[src/hw/rtl/block_request_validator_top_macros.svh]
// Assertion macros shared by the block request validator RTL.
// Depends on nothing; included by the modules that carry assertions.
`ifndef BLOCK_REQUEST_VALIDATOR_TOP_MACROS_SVH
`define BLOCK_REQUEST_VALIDATOR_TOP_MACROS_SVH

// Same-cycle implication under reset.
`define BRV_ASSERT_NOW(label, clk, rst_n, ante, cons, msg) \
    label: assert property (@(posedge clk) disable iff (!rst_n) (ante) |-> (cons)) \
        else $error(msg);

// Next-cycle implication under reset.
`define BRV_ASSERT_NEXT(label, clk, rst_n, ante, cons, msg) \
    label: assert property (@(posedge clk) disable iff (!rst_n) (ante) |=> (cons)) \
        else $error(msg);

`endif

[src/hw/rtl/brv_pkg.sv]
// Types and constants of the block request validator.
// Depends on nothing; used by every RTL module of the block.
package brv_pkg;

    localparam logic [7:0]  OP_RD           = 8'd1;
    localparam logic [7:0]  OP_WR           = 8'd2;
    localparam logic [7:0]  OP_CAP          = 8'd3;
    localparam logic [24:0] HDR_LEN         = 25'd16;
    localparam logic [24:0] CAP_REPLY_LEN   = 25'd24;
    localparam logic [4:0]  RING_LOG2_MIN   = 5'd4;
    localparam logic [4:0]  RING_LOG2_MAX   = 5'd24;
    localparam logic [4:0]  RING_LOG2_RESET = 5'd16;

    localparam int QDEPTH  = 2;
    localparam int QPTR_W  = $clog2(QDEPTH);
    localparam int QCNT_W  = $clog2(QDEPTH + 1);

    // Configuration register indexes.
    localparam logic CFG_RING_LOG2 = 1'b0;
    localparam logic CFG_CAPACITY  = 1'b1;

    typedef enum logic [1:0] {
        ACT_WAIT_HDR   = 2'd0,
        ACT_WAIT_FRAME = 2'd1,
        ACT_WAIT_ROOM  = 2'd2,
        ACT_ANSWERED   = 2'd3
    } t_action;

    typedef enum logic [1:0] {
        ST_OK      = 2'd0,
        ST_INVALID = 2'd1,
        ST_DEVICE  = 2'd2,
        ST_UNSUP   = 2'd3
    } t_status;

    // Classified request as it travels from front to back. An action of
    // ACT_ANSWERED here means the frame is present and only room is left to check.
    typedef struct packed {
        logic        arm;
        t_action     action;
        t_status     status;
        logic [7:0]  op;
        logic [15:0] tag;
        logic [31:0] lba;
        logic [31:0] count;
        logic [23:0] frame;
        logic [23:0] rd_reply;
        logic [24:0] room;
    } t_req;

    typedef struct packed {
        logic full;
        logic empty;
    } t_q_flags;

endpackage

[src/hw/rtl/brv_front.sv]
// Front end: configuration registers, input transfer and header classification.
// Depends on brv_pkg.
module brv_front #(
    parameter int BLOCK_BYTES = 4096
) (
    input  logic              i_clk,
    input  logic              i_rst_n,
    input  logic              i_cfg_we,
    input  logic              i_cfg_idx,
    input  logic [47:0]       i_cfg_data,
    input  logic              i_in_valid,
    output logic              o_in_ready,
    input  logic              i_arm_fault,
    input  logic [7:0]        i_request_op,
    input  logic [7:0]        i_request_flags,
    input  logic [15:0]       i_request_tag,
    input  logic [31:0]       i_request_lba,
    input  logic [31:0]       i_request_count,
    input  logic [31:0]       i_request_reserved,
    input  logic [24:0]       i_avail_bytes,
    input  logic [24:0]       i_room_bytes,
    input  brv_pkg::t_q_flags i_q_flags,
    output logic              o_push,
    output brv_pkg::t_req     o_req
);

    localparam int BB_W   = $clog2(BLOCK_BYTES + 1);
    localparam int PROD_W = 32 + BB_W;
    localparam int LEN_W  = PROD_W + 1;

    logic [4:0]       r_ring_log2;
    logic [47:0]      r_capacity;
    logic [4:0]       ring_log2;
    logic [LEN_W-1:0] limit;
    logic [LEN_W-1:0] blk_len;
    logic [LEN_W-1:0] frame;
    logic [LEN_W-1:0] reply_need;
    logic [32:0]      range_end;
    logic             is_rd;
    logic             is_wr;
    logic             is_cap;
    logic             wr_big;

    always_ff @(posedge i_clk) begin
        if (!i_rst_n) begin
            r_ring_log2 <= brv_pkg::RING_LOG2_RESET;
            r_capacity  <= '0;
        end else if (i_cfg_we) begin
            unique case (i_cfg_idx)
                brv_pkg::CFG_RING_LOG2: r_ring_log2 <= i_cfg_data[4:0];
                brv_pkg::CFG_CAPACITY:  r_capacity  <= i_cfg_data;
                default: ;
            endcase
        end
    end

    always_comb begin
        if (r_ring_log2 < brv_pkg::RING_LOG2_MIN) begin
            ring_log2 = brv_pkg::RING_LOG2_MIN;
        end else if (r_ring_log2 > brv_pkg::RING_LOG2_MAX) begin
            ring_log2 = brv_pkg::RING_LOG2_MAX;
        end else begin
            ring_log2 = r_ring_log2;
        end
    end

    assign limit   = (LEN_W'(1) << ring_log2) - LEN_W'(1);
    assign blk_len = LEN_W'(brv_pkg::HDR_LEN)
                   + LEN_W'(PROD_W'(i_request_count) * PROD_W'(BLOCK_BYTES));

    assign is_rd  = (i_request_op == brv_pkg::OP_RD);
    assign is_wr  = (i_request_op == brv_pkg::OP_WR);
    assign is_cap = (i_request_op == brv_pkg::OP_CAP);
    assign wr_big = is_wr && (i_request_count != '0) && (blk_len > limit);

    // An oversized write frame falls back to the bare header.
    assign frame = (is_wr && (i_request_count != '0) && !wr_big)
                 ? blk_len : LEN_W'(brv_pkg::HDR_LEN);

    always_comb begin
        if (is_rd) begin
            reply_need = blk_len;
        end else if (is_cap) begin
            reply_need = LEN_W'(brv_pkg::CAP_REPLY_LEN);
        end else begin
            reply_need = LEN_W'(brv_pkg::HDR_LEN);
        end
    end

    assign range_end = {1'b0, i_request_lba} + {1'b0, i_request_count};

    always_comb begin
        o_req.arm      = i_arm_fault;
        o_req.op       = i_request_op;
        o_req.tag      = i_request_tag;
        o_req.lba      = i_request_lba;
        o_req.count    = i_request_count;
        o_req.frame    = frame[23:0];
        o_req.rd_reply = blk_len[23:0];
        o_req.room     = i_room_bytes;

        if (i_avail_bytes < brv_pkg::HDR_LEN) begin
            o_req.action = brv_pkg::ACT_WAIT_HDR;
        end else if (LEN_W'(i_avail_bytes) < frame) begin
            o_req.action = brv_pkg::ACT_WAIT_FRAME;
        end else begin
            o_req.action = brv_pkg::ACT_ANSWERED;
        end

        if (!(is_rd || is_wr || is_cap)) begin
            o_req.status = brv_pkg::ST_UNSUP;
        end else if ((i_request_flags != '0) || (i_request_reserved != '0)) begin
            o_req.status = brv_pkg::ST_INVALID;
        end else if (wr_big || (reply_need > limit)) begin
            o_req.status = brv_pkg::ST_INVALID;
        end else if (is_cap) begin
            o_req.status = ((i_request_lba != '0) || (i_request_count != '0))
                         ? brv_pkg::ST_INVALID : brv_pkg::ST_OK;
        end else if (i_request_count == '0) begin
            o_req.status = brv_pkg::ST_INVALID;
        end else if (48'(range_end) > r_capacity) begin
            o_req.status = brv_pkg::ST_INVALID;
        end else begin
            o_req.status = brv_pkg::ST_OK;
        end
    end

    assign o_in_ready = !i_q_flags.full;
    assign o_push     = i_in_valid && o_in_ready;

endmodule

[src/hw/rtl/brv_queue.sv]
// Two-entry queue of classified requests between front and back.
// Depends on brv_pkg and the assertion macro header.
`include "block_request_validator_top_macros.svh"

module brv_queue (
    input  logic              i_clk,
    input  logic              i_rst_n,
    input  logic              i_push,
    input  brv_pkg::t_req     i_req,
    input  logic              i_pop,
    output brv_pkg::t_req     o_req,
    output brv_pkg::t_q_flags o_flags
);

    brv_pkg::t_req                r_mem [brv_pkg::QDEPTH];
    logic [brv_pkg::QPTR_W-1:0]   r_wr_ptr;
    logic [brv_pkg::QPTR_W-1:0]   r_rd_ptr;
    logic [brv_pkg::QCNT_W-1:0]   r_count;
    logic [brv_pkg::QPTR_W-1:0]   n_wr_ptr;
    logic [brv_pkg::QPTR_W-1:0]   n_rd_ptr;
    logic [brv_pkg::QCNT_W-1:0]   n_count;

    localparam logic [brv_pkg::QPTR_W-1:0] PTR_LAST = brv_pkg::QPTR_W'(brv_pkg::QDEPTH - 1);
    localparam logic [brv_pkg::QCNT_W-1:0] CNT_FULL = brv_pkg::QCNT_W'(brv_pkg::QDEPTH);

    assign o_flags.full  = (r_count == CNT_FULL);
    assign o_flags.empty = (r_count == '0);
    assign o_req         = r_mem[r_rd_ptr];

    always_comb begin
        n_wr_ptr = r_wr_ptr;
        n_rd_ptr = r_rd_ptr;
        n_count  = r_count;
        if (i_push) begin
            n_wr_ptr = (r_wr_ptr == PTR_LAST) ? '0 : r_wr_ptr + 1'b1;
        end
        if (i_pop) begin
            n_rd_ptr = (r_rd_ptr == PTR_LAST) ? '0 : r_rd_ptr + 1'b1;
        end
        if (i_push && !i_pop) begin
            n_count = r_count + 1'b1;
        end else if (i_pop && !i_push) begin
            n_count = r_count - 1'b1;
        end
    end

    always_ff @(posedge i_clk) begin
        if (!i_rst_n) begin
            r_wr_ptr <= '0;
            r_rd_ptr <= '0;
            r_count  <= '0;
        end else begin
            r_wr_ptr <= n_wr_ptr;
            r_rd_ptr <= n_rd_ptr;
            r_count  <= n_count;
        end
    end

    always_ff @(posedge i_clk) begin
        if (i_push) begin
            r_mem[r_wr_ptr] <= i_req;
        end
    end

    `BRV_ASSERT_NOW(a_q_no_overflow, i_clk, i_rst_n, i_push, !o_flags.full || i_pop, "queue push while full")
    `BRV_ASSERT_NEXT(a_q_fill, i_clk, i_rst_n, i_push && !i_pop, r_count == $past(r_count) + 1'b1, "queue fill count did not advance")

endmodule

[src/hw/rtl/brv_back.sv]
// Back end: fault and served state, room check, and the output register.
// Depends on brv_pkg and the assertion macro header.
`include "block_request_validator_top_macros.svh"

module brv_back (
    input  logic              i_clk,
    input  logic              i_rst_n,
    input  brv_pkg::t_req     i_req,
    input  brv_pkg::t_q_flags i_q_flags,
    output logic              o_pop,
    output logic              o_out_valid,
    input  logic              i_out_ready,
    output logic [1:0]        o_action,
    output logic [1:0]        o_resp_status,
    output logic [23:0]       o_consume_bytes,
    output logic [23:0]       o_reply_bytes,
    output logic [7:0]        o_resp_op,
    output logic [15:0]       o_resp_tag,
    output logic [31:0]       o_resp_lba,
    output logic [31:0]       o_resp_count,
    output logic [31:0]       o_served_total
);

    logic              r_fault;
    logic [31:0]       r_served;
    logic              r_out_valid;
    brv_pkg::t_action  r_action;
    brv_pkg::t_status  r_status;
    logic [23:0]       r_consume;
    logic [23:0]       r_reply;
    logic [7:0]        r_op;
    logic [15:0]       r_tag;
    logic [31:0]       r_lba;
    logic [31:0]       r_count;
    logic [31:0]       r_served_total;

    logic              n_fault;
    logic [31:0]       n_served;
    brv_pkg::t_action  action;
    brv_pkg::t_status  status;
    logic [23:0]       reply;
    logic              armed;
    logic              faulted;
    logic              answer;

    assign o_pop = !i_q_flags.empty && (!r_out_valid || i_out_ready);

    // Arming takes effect before this request is judged.
    assign armed   = r_fault || i_req.arm;
    assign faulted = (i_req.action == brv_pkg::ACT_ANSWERED)
                  && (i_req.status == brv_pkg::ST_OK) && armed
                  && ((i_req.op == brv_pkg::OP_RD) || (i_req.op == brv_pkg::OP_WR));
    assign status  = faulted ? brv_pkg::ST_DEVICE : i_req.status;

    always_comb begin
        if ((status == brv_pkg::ST_OK) && (i_req.op == brv_pkg::OP_RD)) begin
            reply = i_req.rd_reply;
        end else if ((status == brv_pkg::ST_OK) && (i_req.op == brv_pkg::OP_CAP)) begin
            reply = brv_pkg::CAP_REPLY_LEN[23:0];
        end else begin
            reply = brv_pkg::HDR_LEN[23:0];
        end
    end

    always_comb begin
        if (i_req.action != brv_pkg::ACT_ANSWERED) begin
            action = i_req.action;
        end else if ({1'b0, reply} > i_req.room) begin
            action = brv_pkg::ACT_WAIT_ROOM;
        end else begin
            action = brv_pkg::ACT_ANSWERED;
        end
    end

    assign answer   = (action == brv_pkg::ACT_ANSWERED);
    assign n_fault  = (answer && faulted) ? 1'b0 : armed;
    assign n_served = r_served + 32'(answer);

    always_ff @(posedge i_clk) begin
        if (!i_rst_n) begin
            r_fault     <= 1'b0;
            r_served    <= '0;
            r_out_valid <= 1'b0;
        end else begin
            if (o_pop) begin
                r_fault     <= n_fault;
                r_served    <= n_served;
                r_out_valid <= 1'b1;
            end else if (i_out_ready) begin
                r_out_valid <= 1'b0;
            end
        end
    end

    // Waiting results carry zeros in every response field.
    always_ff @(posedge i_clk) begin
        if (o_pop) begin
            r_action       <= action;
            r_status       <= answer ? status : brv_pkg::ST_OK;
            r_consume      <= answer ? i_req.frame : '0;
            r_reply        <= answer ? reply : '0;
            r_op           <= answer ? i_req.op : '0;
            r_tag          <= answer ? i_req.tag : '0;
            r_lba          <= answer ? i_req.lba : '0;
            r_count        <= (answer && (status == brv_pkg::ST_OK)) ? i_req.count : '0;
            r_served_total <= n_served;
        end
    end

    assign o_out_valid     = r_out_valid;
    assign o_action        = r_action;
    assign o_resp_status   = r_status;
    assign o_consume_bytes = r_consume;
    assign o_reply_bytes   = r_reply;
    assign o_resp_op       = r_op;
    assign o_resp_tag      = r_tag;
    assign o_resp_lba      = r_lba;
    assign o_resp_count    = r_count;
    assign o_served_total  = r_served_total;

    `BRV_ASSERT_NEXT(a_hold_served, i_clk, i_rst_n, r_out_valid && !i_out_ready, $stable(r_served), "served count moved while output stalled")
    `BRV_ASSERT_NEXT(a_served_step, i_clk, i_rst_n, o_pop, r_served == $past(r_served) + 32'($past(answer)), "served count does not track answers")
    `BRV_ASSERT_NOW(a_wait_zero, i_clk, i_rst_n, r_out_valid && (r_action != brv_pkg::ACT_ANSWERED), (r_status == brv_pkg::ST_OK) && (r_consume == '0) && (r_reply == '0) && (r_count == '0), "waiting result carries response data")

endmodule

[src/hw/rtl/block_request_validator_top.sv]
// Top level of the block request validator.
// Depends on brv_pkg, brv_front, brv_queue and brv_back.

// Takes one request per clock cycle while results are taken and gives one
// result for each, in order. The front classifies a header in the cycle of
// its transfer (one multiply by BLOCK_BYTES, the ring and capacity compares)
// and writes it into a two-entry queue; the back applies the fault and served
// state and the room check and loads the output register as it pops the queue
// head, which holds a request while the output stalls. One request per cycle
// is taken as long as results are taken. Write the configuration registers
// only while no request is in flight.
module block_request_validator_top #(
    parameter int BLOCK_BYTES = 4096
) (
    input  logic        i_clk,
    input  logic        i_rst_n,
    input  logic        i_cfg_we,
    input  logic        i_cfg_idx,
    input  logic [47:0] i_cfg_data,
    input  logic        i_in_valid,
    output logic        o_in_ready,
    input  logic        i_arm_fault,
    input  logic [7:0]  i_request_op,
    input  logic [7:0]  i_request_flags,
    input  logic [15:0] i_request_tag,
    input  logic [31:0] i_request_lba,
    input  logic [31:0] i_request_count,
    input  logic [31:0] i_request_reserved,
    input  logic [24:0] i_avail_bytes,
    input  logic [24:0] i_room_bytes,
    output logic        o_out_valid,
    input  logic        i_out_ready,
    output logic [1:0]  o_action,
    output logic [1:0]  o_resp_status,
    output logic [23:0] o_consume_bytes,
    output logic [23:0] o_reply_bytes,
    output logic [7:0]  o_resp_op,
    output logic [15:0] o_resp_tag,
    output logic [31:0] o_resp_lba,
    output logic [31:0] o_resp_count,
    output logic [31:0] o_served_total
);

    brv_pkg::t_req     front_req;
    brv_pkg::t_req     head_req;
    brv_pkg::t_q_flags q_flags;
    logic              push;
    logic              pop;

    brv_front #(
        .BLOCK_BYTES(BLOCK_BYTES)
    ) u_front (
        .i_clk             (i_clk),
        .i_rst_n           (i_rst_n),
        .i_cfg_we          (i_cfg_we),
        .i_cfg_idx         (i_cfg_idx),
        .i_cfg_data        (i_cfg_data),
        .i_in_valid        (i_in_valid),
        .o_in_ready        (o_in_ready),
        .i_arm_fault       (i_arm_fault),
        .i_request_op      (i_request_op),
        .i_request_flags   (i_request_flags),
        .i_request_tag     (i_request_tag),
        .i_request_lba     (i_request_lba),
        .i_request_count   (i_request_count),
        .i_request_reserved(i_request_reserved),
        .i_avail_bytes     (i_avail_bytes),
        .i_room_bytes      (i_room_bytes),
        .i_q_flags         (q_flags),
        .o_push            (push),
        .o_req             (front_req)
    );

    brv_queue u_queue (
        .i_clk  (i_clk),
        .i_rst_n(i_rst_n),
        .i_push (push),
        .i_req  (front_req),
        .i_pop  (pop),
        .o_req  (head_req),
        .o_flags(q_flags)
    );

    brv_back u_back (
        .i_clk          (i_clk),
        .i_rst_n        (i_rst_n),
        .i_req          (head_req),
        .i_q_flags      (q_flags),
        .o_pop          (pop),
        .o_out_valid    (o_out_valid),
        .i_out_ready    (i_out_ready),
        .o_action       (o_action),
        .o_resp_status  (o_resp_status),
        .o_consume_bytes(o_consume_bytes),
        .o_reply_bytes  (o_reply_bytes),
        .o_resp_op      (o_resp_op),
        .o_resp_tag     (o_resp_tag),
        .o_resp_lba     (o_resp_lba),
        .o_resp_count   (o_resp_count),
        .o_served_total (o_served_total)
    );

endmodule
[config.mk]
export PLATFORM = sky130hd
export DESIGN_NAME = block_request_validator_top
export DESIGN_NICKNAME = d
export VERILOG_FILES = /design/src/hw/rtl/brv_pkg.sv /design/src/hw/rtl/brv_front.sv /design/src/hw/rtl/brv_queue.sv /design/src/hw/rtl/brv_back.sv /design/src/hw/rtl/block_request_validator_top.sv
export VERILOG_INCLUDE_DIRS = /design/src /design/src/hw/rtl
export SDC_FILE = /design/constraint.sdc
export NUM_CORES = 1
export LEC_CHECK = 0
export BUFFER_PORTS_ARGS = -buffer_cell sky130_fd_sc_hd__buf_2
export CAP_MARGIN = 20
export CORE_MARGIN = 8
export CORE_UTILIZATION = 55
export DETAILED_ROUTE_END_ITERATION = 7
export MAX_ROUTING_LAYER = met4
export PLACE_DENSITY = 0.81
export RECOVER_POWER = 50
export SYNTH_ARGS = -nofsm -noshare
export SYNTH_HDL_FRONTEND = slang
export SYNTH_SLANG_ARGS = --single-unit
[constraint.sdc]
create_clock -name i_clk -period 8.4 [get_ports i_clk]
set_input_delay 0.42 -clock i_clk [delete_from_list [all_inputs] [get_ports i_clk]]
set_output_delay 0.42 -clock i_clk [all_outputs]
set_load 0.01 [all_outputs]
==> flow_metrics.py, run 1 <==
metrics = {
    "clocking": {
        "cts_max_level": 2,
        "cts_buffers": 52,
        "max-clock-path-buffers": 3,
        "cts.sinks": 502,
        "root_buffer": "clkbuf_16",
        "clkTransAtPathRegs_ns": 0.06,
        "clock_insertion_delay_worst_skew_ns": 0.59,
        "cts_tree": "yes",
        "cts_setup_buffers": 0,
        "postCtsResizedCells": 0,
        "holdBufCountCts": 36,
    },
    "synthesis": {
        "synth_seq_cells": 502,
        "synth_area_leaders": "edfxtp_1 52%, ha_1 8.2%, dfxtp_1 7.8%",
        "synthSimpleGateAreaFrac_pct": 13.0,
        "synth_top_family_by_area": "simple AND/OR/NAND/NOR gates",
        "synth.top_cell.area_share_pct": 52.0,
        "synthCells": 1902,
        "synth.avg_cell_area_sq_um": 12.4,
        "synth_xor_area_share_pct": 3.07,
        "synth_top_flop_cell": "edfxtp_1",
        "muxShareOfSynthArea_pct": 5.21,
        "yosys.cell_types.count": 72,
        "yosysWarnings": 0,
        "ys_seq_area_share_pct": 59.8,
        "synthAdderAreaFrac_pct": 8.28,
        "synth_edf_count": 410,
        "async_reset_ff_share_pct": 0,
        "synthesis.area_sq_um": 23700,
        "synth_compound_area_share_pct": 7.77,
        "synth_top_area_cell": "edfxtp_1",
    },
    "routing": {
        "drc": 0,
        "routed_via_density": 5.68,
        "ant_nets": 0,
        "drt_iter0_drc": 1343,
        "wl_mm": 63.5,
        "wl_per_cell_microns": 21.5,
        "firstDrtPassIters": 5,
        "vias": 16800,
    },
    "sta": {
        "final.setup.worst_slack_ns": 1.37,
        "finalSetupViolCount": 0,
        "worst_pin_slew_ns": 6.60,
        "post-route-period-util_pct": 83.7,
        "finalWorstPathRequiredPeriod_ns": 7.03,
        "finalHoldViolCount": 0,
        "rsz0062_at_grt": "false",
        "fmax_ghz": 0.142,
        "whs_ns": 0.0858,
        "slew_violations": 287,
        "slew_headroom_pct": -340,
        "skew_ns": 0.0260,
        "tns_ns": 0,
    },
    "critical_path": {
        "path_delay_family": "simple AND/OR/NAND/NOR gates",
        "cp_slowest_cell": "dfxtp_1",
        "required_ns": 8.86,
        "path_cells": "buf_16 -> mux2_2 -> o21ai_0 -> nand3b_4 -> nor2_1 -> ha_1 -> a21o_1 -> a21oi_1 -> o2111a_1 -> a211oi_1 -> nand2b_4 -> inv_1 -> ha_1 -> ha_1 -> nand2_1 -> or2_1 -> nand3b_1 -> or3_4 -> nor2_4 -> nand4_1 -> xnor2_1 -> and2_1",
        "crit_path_max_incr_delay_ns": 1.35,
        "arrival_ns": 7.49,
        "cp.depth": 22,
        "r2r_cells": 22,
        "critPathLaunchType": "register",
        "end_kind": "register",
        "worstPathMaxFanout": 43,
        "cp.buffers_inverters": 2,
        "path_common_cell": "ha_1",
        "crit_type": "register to register",
    },
    "grt": {
        "grt_overflow_total": 0,
        "antenna_found_initial": 6,
        "grt_pass1_vias": 17300,
        "grtUsageTotal_pct": 25.3,
        "grt_pass1_wl_mm": 96.2,
        "grt_max_degree": 132,
    },
    "placement": {
        "placed_cells": 2809,
        "pre_cts_slack_ns": 1.97,
        "post-dp-hpwl_mm": 44.4,
        "port_buffers": 381,
        "gp_congestion": 0.908,
    },
    "floorplanning": {
        "start_util_pct": 55.3,
        "rows": 76,
        "pin_count": 407,
        "die_x_microns": 223,
        "die_area_sq_um": 49900,
        "die_y_microns": 223,
        "coreArea_sq_um": 42800,
    },
    "power": {
        "switching_share_pct": 30.8,
        "p_sw_w": 0.00233,
        "power_frac_seq_pct": 47.9,
        "powerDensity_nw_per_um2": 271,
        "p_comb_share_pct": 22.5,
        "total_power_w": 0.00756,
        "leakage_nw": 10.4,
        "clkPwrFrac_pct": 29.6,
        "power.internal_w": 0.00523,
        "irDropWorstVdd_mv": 0.180,
    },
    "layout": {
        "layout.nets": 2744,
        "n_fill_cell": 3235,
        "drive_above_1_share_pct": 10.2,
        "area_growth_pct": 17.8,
        "final_cell_count_no_fill": 2952,
    },
    "hold_path": {
        "hold_start": "i_request_op[3]",
        "hold_path_class": "primary input to register",
        "hold_depth": 1,
    },
    "job": {
        "drv_cap": 4,
    },
    "outcome": {
        "status": "complete, but fails checks",
        "violations": "max-capacitance violations, max-slew violations",
    },
}
==> power groups by stage <==
stage | sequential, W | combinational [W] | clock (W)
floorplan | 0.00383 | 0.000860 | 0
CTS | 0.00361 | 0.00177 | 0.00227
global route | 0.00366 | 0.00186 | 0.00237
detailed placement | 0.00365 | 0.00175 | 0
finish | 0.00362 | 0.00170 | 0.00223
global placement | 0.00363 | 0.00169 | 0
==> placed cells by master (no fill, tap or decap), types with 10 or more instances in the layout <==
cell	instances
a211oi_1	12
a21boi_0	62
a21o_1	29
a21oi_1	59
and2_1	67
and3_1	12
buf_2	123
buf_4	11
clkbuf_1	269
clkbuf_16	52
clkinv_1	10
clkinv_2	10
conb_1	58
dfxtp_1	92
dlygate4sd3_1	36
edfxtp_1	410
ha_1	155
inv_1	48
mux2i_1	121
nand2_1	177
nand3_1	32
nand4_1	29
nor2_1	158
nor2_2	10
nor2b_1	16
nor3_1	19
nor4_1	41
o21ai_0	56
or3_1	17
xnor2_1	51
xor2_1	32
==> sequential cells by signal, indices dropped and copies added (netlist names), 5 cells and up, named ones only <==
register / flops
u_queue.r_mem: 260
u_back.o_resp_lba: 32
u_back.o_reply_bytes: 14
u_back.o_resp_op: 8
u_back.o_resp_tag: 16
u_back.o_served_total: 32
u_front.r_ring_log2: 5
u_back.o_consume_bytes: 12
u_back.r_served: 32
u_front.r_capacity: 48
u_back.o_resp_count: 32
==> path summary, 6_finish.rpt <==
check,slack (ns),endpoint
max,1.37,u_back.r_served[30]
min,0.09,u_queue.r_mem[0][156]
min reg2reg,0.47,u_front.r_capacity[12]
max reg2reg,1.37,u_back.r_served[30]
==> per-stage QoR <==
step / instance area [sq um] / util, %
final: 27900 / 65.1
after global routing: 27900 / 65.1
after CTS: 28100 / 65.8
after detailed placement: 26100 / 61.1
after global placement: 26100 / 61.1
after floorplan: 23900 / -
==> synth_stat cells (13+ instances only) <==
cell type,instances
or3_1,17
o21ai_0,56
dfxtp_1,92
and2_1,68
mux2i_1,121
nand4_1,29
nand2_1,177
nor2_1,159
inv_1,49
nor4_1,41
a21oi_1,59
nand3_1,32
buf_4,23
xnor2_1,51
xor2_1,32
a21o_1,29
a21boi_0,62
buf_2,13
edfxtp_1,410
nor2b_1,16
nor3_1,19
ha_1,155
clkbuf_1,44
==> routing by layer <==
metal / part of all wire [%] / track usage (%)
met1: 41 / 30.8
met2: 49 / 42.2
met3: 7.2 / 5.15
met5: 0 / -
met4: 3.0 / 7.92
==> layout make-up <==
| class | instances | area, sq um | area share (%) |
|---|---|---|---|
| Clock buffer | 66 | 1380 | 4.97 |
| Clock inverter | 31 | 274 | 0.983 |
| Sequential cell | 502 | 14200 | 50.8 |
| Inverter | 49 | 189 | 0.678 |
| Multi-Input combinational cell | 1318 | 9070 | 32.6 |
| Antenna cell | 8 | 20.0 | 0.0718 |
| Tap cell | 546 | 683 | 2.45 |
| Timing Repair Buffer | 432 | 2090 | 7.49 |
==> kinds of logic (layout without fill, tap and decap cells) <==
| family | count (synthesis) | count (layout) |
|---|---|---|
| and+or+nand+nor | 621 | 621 |
| DFF | 502 | 502 |
| AOI/OAI and AO/OA | 277 | 277 |
| adders and majority gates | 156 | 156 |
| buffers and inverters | 138 | 578 |
| muxes | 123 | 123 |
| xor gates and xnor gates | 83 | 83 |
| other | 2 | 66 |
Power figures use the tool's default switching activity.
==> run 2, diff against run 1 <==
- ABC_AREA: unset -> 1
- CORE_UTILIZATION: 55 -> 51
- PLACE_DENSITY: 0.81 -> 0.79
- clock period: 8.4 -> 6.2 ns (I/O delays scaled with it)
==> flow_metrics.py, run 2 <==
metrics = {
    "outcome": {
        "status": "complete, but fails checks",
        "violations": "max-capacitance violations, max-slew violations",
    },
    "grt": {
        "grtUsageTotal_pct": 25.5,
        "grt_overflow_total": 0,
        "grt_pass1_vias": 19200,
        "antenna_found_initial": 2,
        "grt_max_degree": 132,
        "grt_pass1_wl_mm": 105,
    },
    "routing": {
        "wl_per_cell_microns": 19.9,
        "drc": 0,
        "routed_via_density": 5.43,
        "drt_iter0_drc": 1460,
        "ant_nets": 0,
        "vias": 18800,
        "wl_mm": 69.0,
        "firstDrtPassIters": 7,
    },
    "synthesis": {
        "synth_most_common_cell": "edfxtp_1",
        "synth.avg_cell_area_sq_um": 10.6,
        "ys_seq_area_share_pct": 59.1,
        "yosys.cell_types.count": 49,
        "synth_edf_count": 410,
        "synthesis.area_sq_um": 23900,
        "synth_top_area_cell": "edfxtp_1",
        "synth_top_flop_cell": "edfxtp_1",
        "async_reset_ff_share_pct": 0,
        "synthTopCellsByCount": "410 x edfxtp_1, 378 x nand2_1, 240 x nor2_1",
        "synthCells": 2257,
        "synth_seq_cells": 502,
        "yosysWarnings": 0,
        "synth.top_cell.area_share_pct": 51.4,
        "synth_area_leaders": "edfxtp_1 51%, ha_1 8.1%, dfxtp_1 7.7%",
    },
    "job": {
        "drv_cap": 4,
    },
    "sta": {
        "slew_headroom_pct": -155,
        "worst_pin_slew_ns": 3.82,
        "finalSetupViolCount": 0,
        "finalHoldViolCount": 0,
        "slew_violations": 386,
        "finalWorstPathRequiredPeriod_ns": 5.55,
        "post-route-period-util_pct": 89.6,
        "final.setup.worst_slack_ns": 0.647,
        "fmax_ghz": 0.180,
        "rsz0062_at_grt": "false",
        "tns_ns": 0,
        "skew_ns": 0.0307,
    },
    "hold_path": {
        "hold_start": "i_out_ready",
        "hold_depth": 4,
        "hold_path_class": "primary input to register",
        "hold_end": "u_back.o_out_valid",
    },
    "clocking": {
        "max-clock-path-buffers": 3,
        "clkTransAtPathRegs_ns": 0.06,
        "cts_tree": "yes",
        "root_buffer": "clkbuf_16",
        "clock_insertion_delay_worst_skew_ns": 0.61,
        "cts_max_level": 2,
        "cts_buffers": 51,
        "cts.sinks": 502,
    },
    "power": {
        "switching_share_pct": 34.5,
        "p_comb_share_pct": 27.8,
        "powerDensity_nw_per_um2": 397,
        "power_frac_seq_pct": 44.9,
        "leakage_nw": 11.7,
        "p_sw_w": 0.00400,
        "clkPwrFrac_pct": 27.3,
        "power.internal_w": 0.00761,
        "total_power_w": 0.0116,
        "irDropWorstVdd_mv": 0.791,
    },
    "critical_path": {
        "ff2ff_setup_slack_ns": 0.65,
        "arrival_ns": 6.04,
        "critPathLaunchType": "register",
        "required_ns": 6.69,
        "crit_path_max_incr_delay_ns": 0.43,
        "r2r_cells": 35,
        "crit_type": "register to register",
        "cp_slowest_cell": "dfxtp_4",
        "end_kind": "register",
        "path_common_cell": "nand2_1",
        "r2r_end": "u_back.r_served[24]",
        "worstPathMaxFanout": 14,
    },
    "layout": {
        "largest_reg_flops": 260,
        "final_common_cell": "edfxtp_1",
        "layout.nets": 3198,
        "largestRegisters": "u_queue.r_mem: 260 flops, u_front.r_capacity: 48 flops",
        "final_cell_mix": "410 x edfxtp_1, 377 x nand2_1, 264 x clkbuf_1, 235 x nor2_1, 203 x inv_1",
        "area_growth_pct": 22.3,
        "final_cell_area_sq_um": 29300,
        "regMostFlops": "u_queue.r_mem",
        "fin_util_pct": 63.0,
        "drive_above_1_share_pct": 10.5,
    },
    "floorplanning": {
        "start_util_pct": 51.5,
        "coreArea_sq_um": 46500,
        "die_area_sq_um": 54100,
        "die_x_microns": 233,
        "die_y_microns": 233,
        "rows": 79,
        "pin_count": 407,
    },
    "placement": {
        "post-dp-hpwl_mm": 47.0,
        "port_buffers": 381,
        "gp_congestion": 0.917,
        "pre_cts_slack_ns": 0.305,
        "dpl_cell_area_sq_um": 26500,
    },
}
-- run 2: how the worst max path moves through the flow --
stage,cells past startpoint,slack [ns],end
after floorplan,6,0.39,register
after global placement,38,0.51,u_back.r_served[24]
after detailed placement,36,0.30,u_back.r_served[24]
after CTS,36,0.26,u_back.r_served[24]
after global routing,38,0.05,u_back.r_served[24]
final,35,0.65,u_back.r_served[24]
-- run 2: per-stage QoR --
stage                     std cells  hold WS [ns]
after floorplan                2313         0.409
after global placement         3228         0.424
after detailed placement       3228         0.439
after CTS                      3452       0.00277
after global routing           3460        0.0155
final                          3461        0.0290
-- run 2: cells by family (layout without fill, tap and decap cells) --
kind of cell	Yosys count	in the layout	synth area share (%)
multiplexers	35	35	1.46
AND/OR/NAND/NOR	793	793	14.2
AO/OA/AOI/OAI	412	412	9.62
XOR/XNOR	57	57	2.09
flip-flops	502	502	59.1
buffers and inverters	300	838	5.34
other	2	61	0.0314
adder cells (fa/ha/maj)	156	156	8.18
-- run 2: power by group through the flow --
stage               registers, W  clock network [W]  logic (W)
detailed placement       0.00521                  0    0.00325
floorplan                0.00549                  0    0.00181
finish                   0.00521            0.00317    0.00322
global placement         0.00518                  0    0.00313
global route             0.00529            0.00334    0.00355
CTS                      0.00515            0.00321    0.00333
-- run 2: worst max-delay path, delay by kind of cell, from the launching register on --
family,cells,cell delay (ns)
buf+inv,8,0.74
compound gates,2,0.26
flops,1,0.43
xor+xnor,1,0.16
simple gates,21,3.19
fa+ha+maj,3,0.67
-- run 2: final cells by class --
type                            count  area (sq um)
Fill cell                        3658         17200
Sequential cell                   502         14200
Multi-Input combinational cell   1511          8750
Timing Repair Buffer              535          3080
Clock buffer                       68          1440
Inverter                          208           782
Tap cell                          607           759
Clock inverter                     27           288
Antenna cell                        3          7.51
-- run 2: what timing repair did --
| item | CTS | global route |
|---|---|---|
| resized for setup | 0 | 4 |
| setup endpoints to repair | 0 | 10 |
| hold endpoints to repair | 225 | 0 |
| hold buffers | 129 | 0 |
| setup buffers | 0 | 5 |
-- run 2: layer usage --
layer	part of all wire, %	track usage (%)	up-vias
met1	40	31.2	8965
met4	3.0	8.23	0
met5	0	-	-
met2	49	42.4	791
met3	7.5	4.79	141
li1	-	-	8913
==> run 3, diff against run 2 <==
- clock period: 6.2 -> 5 ns (I/O delays scaled with it)
==> flow_metrics.py, run 3 (synthesis results as in run 2) <==
metrics = {
    "power": {
        "powerDensity_nw_per_um2": 485,
        "leakage_nw": 12.0,
        "total_power_w": 0.0146,
        "irDropWorstVdd_mv": 0.539,
    },
    "critical_path": {
        "cp-endpoint": "u_back.r_served[26]",
        "cp.buffers_inverters": 5,
        "cp.depth": 35,
        "critPathLaunchType": "register",
        "cp_slowest_cell": "dfxtp_4",
        "worstPathMaxFanout": 8,
        "end_kind": "register",
        "required_ns": 5.49,
        "ff2ff_setup_slack_ns": 0.16,
        "path_delay_family": "simple AND/OR/NAND/NOR gates",
        "r2r_end": "u_back.r_served[26]",
        "crit_path_max_incr_delay_ns": 0.39,
        "arrival_ns": 5.33,
        "r2r_cells": 35,
        "crit_type": "register to register",
    },
    "grt": {
        "grt_pass1_wl_mm": 104,
        "grtUsageTotal_pct": 25.2,
        "grt_max_degree": 172,
        "antenna_found_initial": 4,
        "grt_overflow_total": 0,
        "grt_pass1_vias": 19200,
    },
    "routing": {
        "wl_mm": 69.1,
        "ant_nets": 0,
        "firstDrtPassIters": 7,
        "wl_per_cell_microns": 19.5,
        "vias": 19200,
        "routed_via_density": 5.42,
        "drc": 0,
        "drt_iter0_drc": 1718,
    },
    "clocking": {
        "clock_insertion_delay_worst_skew_ns": 0.61,
        "cts_max_level": 2,
        "root_buffer": "clkbuf_16",
        "cts_buffers": 50,
        "clkTransAtPathRegs_ns": 0.06,
        "max-clock-path-buffers": 3,
        "cts.sinks": 502,
        "cts_tree": "yes",
    },
    "floorplanning": {
        "pin_count": 407,
        "rows": 79,
        "die_y_microns": 233,
        "die_x_microns": 233,
        "die_area_sq_um": 54100,
        "start_util_pct": 51.5,
        "coreArea_sq_um": 46500,
    },
    "sta": {
        "slew_violations": 480,
        "post-route-period-util_pct": 96.8,
        "finalHoldViolCount": 0,
        "fmax_ghz": 0.207,
        "finalWorstPathRequiredPeriod_ns": 4.84,
        "final.setup.worst_slack_ns": 0.161,
        "tns_ns": 0,
        "finalSetupViolCount": 0,
        "slew_headroom_pct": -174,
        "skew_ns": 0.0320,
        "worst_pin_slew_ns": 4.11,
    },
    "placement": {
        "gp_congestion": 0.901,
        "pre_cts_slack_ns": -0.0286,
        "port_buffers": 381,
        "placed_cells": 3262,
        "post-dp-hpwl_mm": 46.6,
    },
    "layout": {
        "final_cell_mix": "410 x edfxtp_1, 369 x nand2_1, 282 x clkbuf_1, 230 x nor2_1, 202 x inv_1",
        "regMostFlops": "u_queue.r_mem",
        "area_growth_pct": 25.9,
        "largest_reg_flops": 260,
        "fin_util_pct": 64.9,
        "final_cell_count_no_fill": 3537,
        "n_fill_cell": 3588,
        "final_common_cell": "edfxtp_1",
        "layout.nets": 3273,
        "drive_above_1_share_pct": 12.4,
        "largestRegisters": "u_queue.r_mem: 260 flops, u_front.r_capacity: 48 flops",
    },
    "outcome": {
        "violations": "max-capacitance violations, max-slew violations",
        "status": "complete, but fails checks",
    },
    "job": {
        "drv_cap": 5,
    },
    "hold_path": {
        "hold_path_class": "primary input to register",
    },
}
[run 3: changes by cell type in the layout (fill, tap and decap cells not counted), sizes merged]
cell / change
clkbuf: +10
inv: -4
clkinvlp: -1
bufinv: +4
dlygate4sd3: +31
diode: +1
buf: +35
[run 3: worst min-delay path: cells and delay by family]
| kind | cells | cell delay, ns |
|---|---|---|
| AOI/OAI and AO/OA | 2 | 0.24 |
| buffers and inverters | 1 | 0.08 |
[run 3: metal layers]
metal  track usage (%)  routed length (microns)  vias to the layer above
met5                 -                        0                        -
met4              8.95                     2370                        0
met3              4.75                     5340                      183
met2              41.8                    34200                      821
met1              30.5                    27300                     9105
li1                  -                        -                     9054
[run 3: repair_timing]
action                                 4_1_cts  5_1_grt
hold buffers                               160        0
resized for setup                            2       53
setup endpoints to repair                    8       23
endpoints found under the hold margin      277        0
buffers inserted                             1       16
pin swaps                                    2       26
[run 3: report_power, final]
group          switching, W  total, W  internal, W  leakage (nW)
Sequential         0.000439   0.00651      0.00607          4.66
Clock               0.00161   0.00393      0.00232         0.832
Combinational       0.00290   0.00418      0.00127          6.54
[run 3: cell type report]
class	instances	area (sq um)	area share, %
Timing Repair Buffer	611	3720	12.3
Antenna cell	4	10.0	0.0332
Inverter	208	786	2.61
Sequential cell	502	14200	47.0
Clock inverter	26	383	1.27
Multi-Input combinational cell	1511	8980	29.8
Clock buffer	68	1350	4.47
Tap cell	607	759	2.52
[run 3: per-stage QoR]
stage	hold slack [ns]	instance area, sq um
2_1_floorplan	0.349	24200
3_3_place_gp	0.430	26800
3_5_place_dp	0.435	26800
4_1_cts	0.0104	30200
5_1_grt	0.0388	30100
6_report	0.0366	30100
[run 3: how the worst min path moves through the flow]
stage / from / to / slack, ns / cells after the start
finish: i_cfg_data[17] / u_front.r_capacity[17] / 0.04 / 3
global route: i_cfg_data[17] / u_front.r_capacity[17] / 0.04 / 3
CTS: i_cfg_idx / u_front.r_ring_log2[4] / 0.01 / 3
detailed placement: u_queue.r_rd_ptr / register / 0.43 / 1
global placement: u_queue.r_rd_ptr / register / 0.43 / 1
floorplan: i_room_bytes[0] / u_queue.r_mem[0][0] / 0.35 / 0
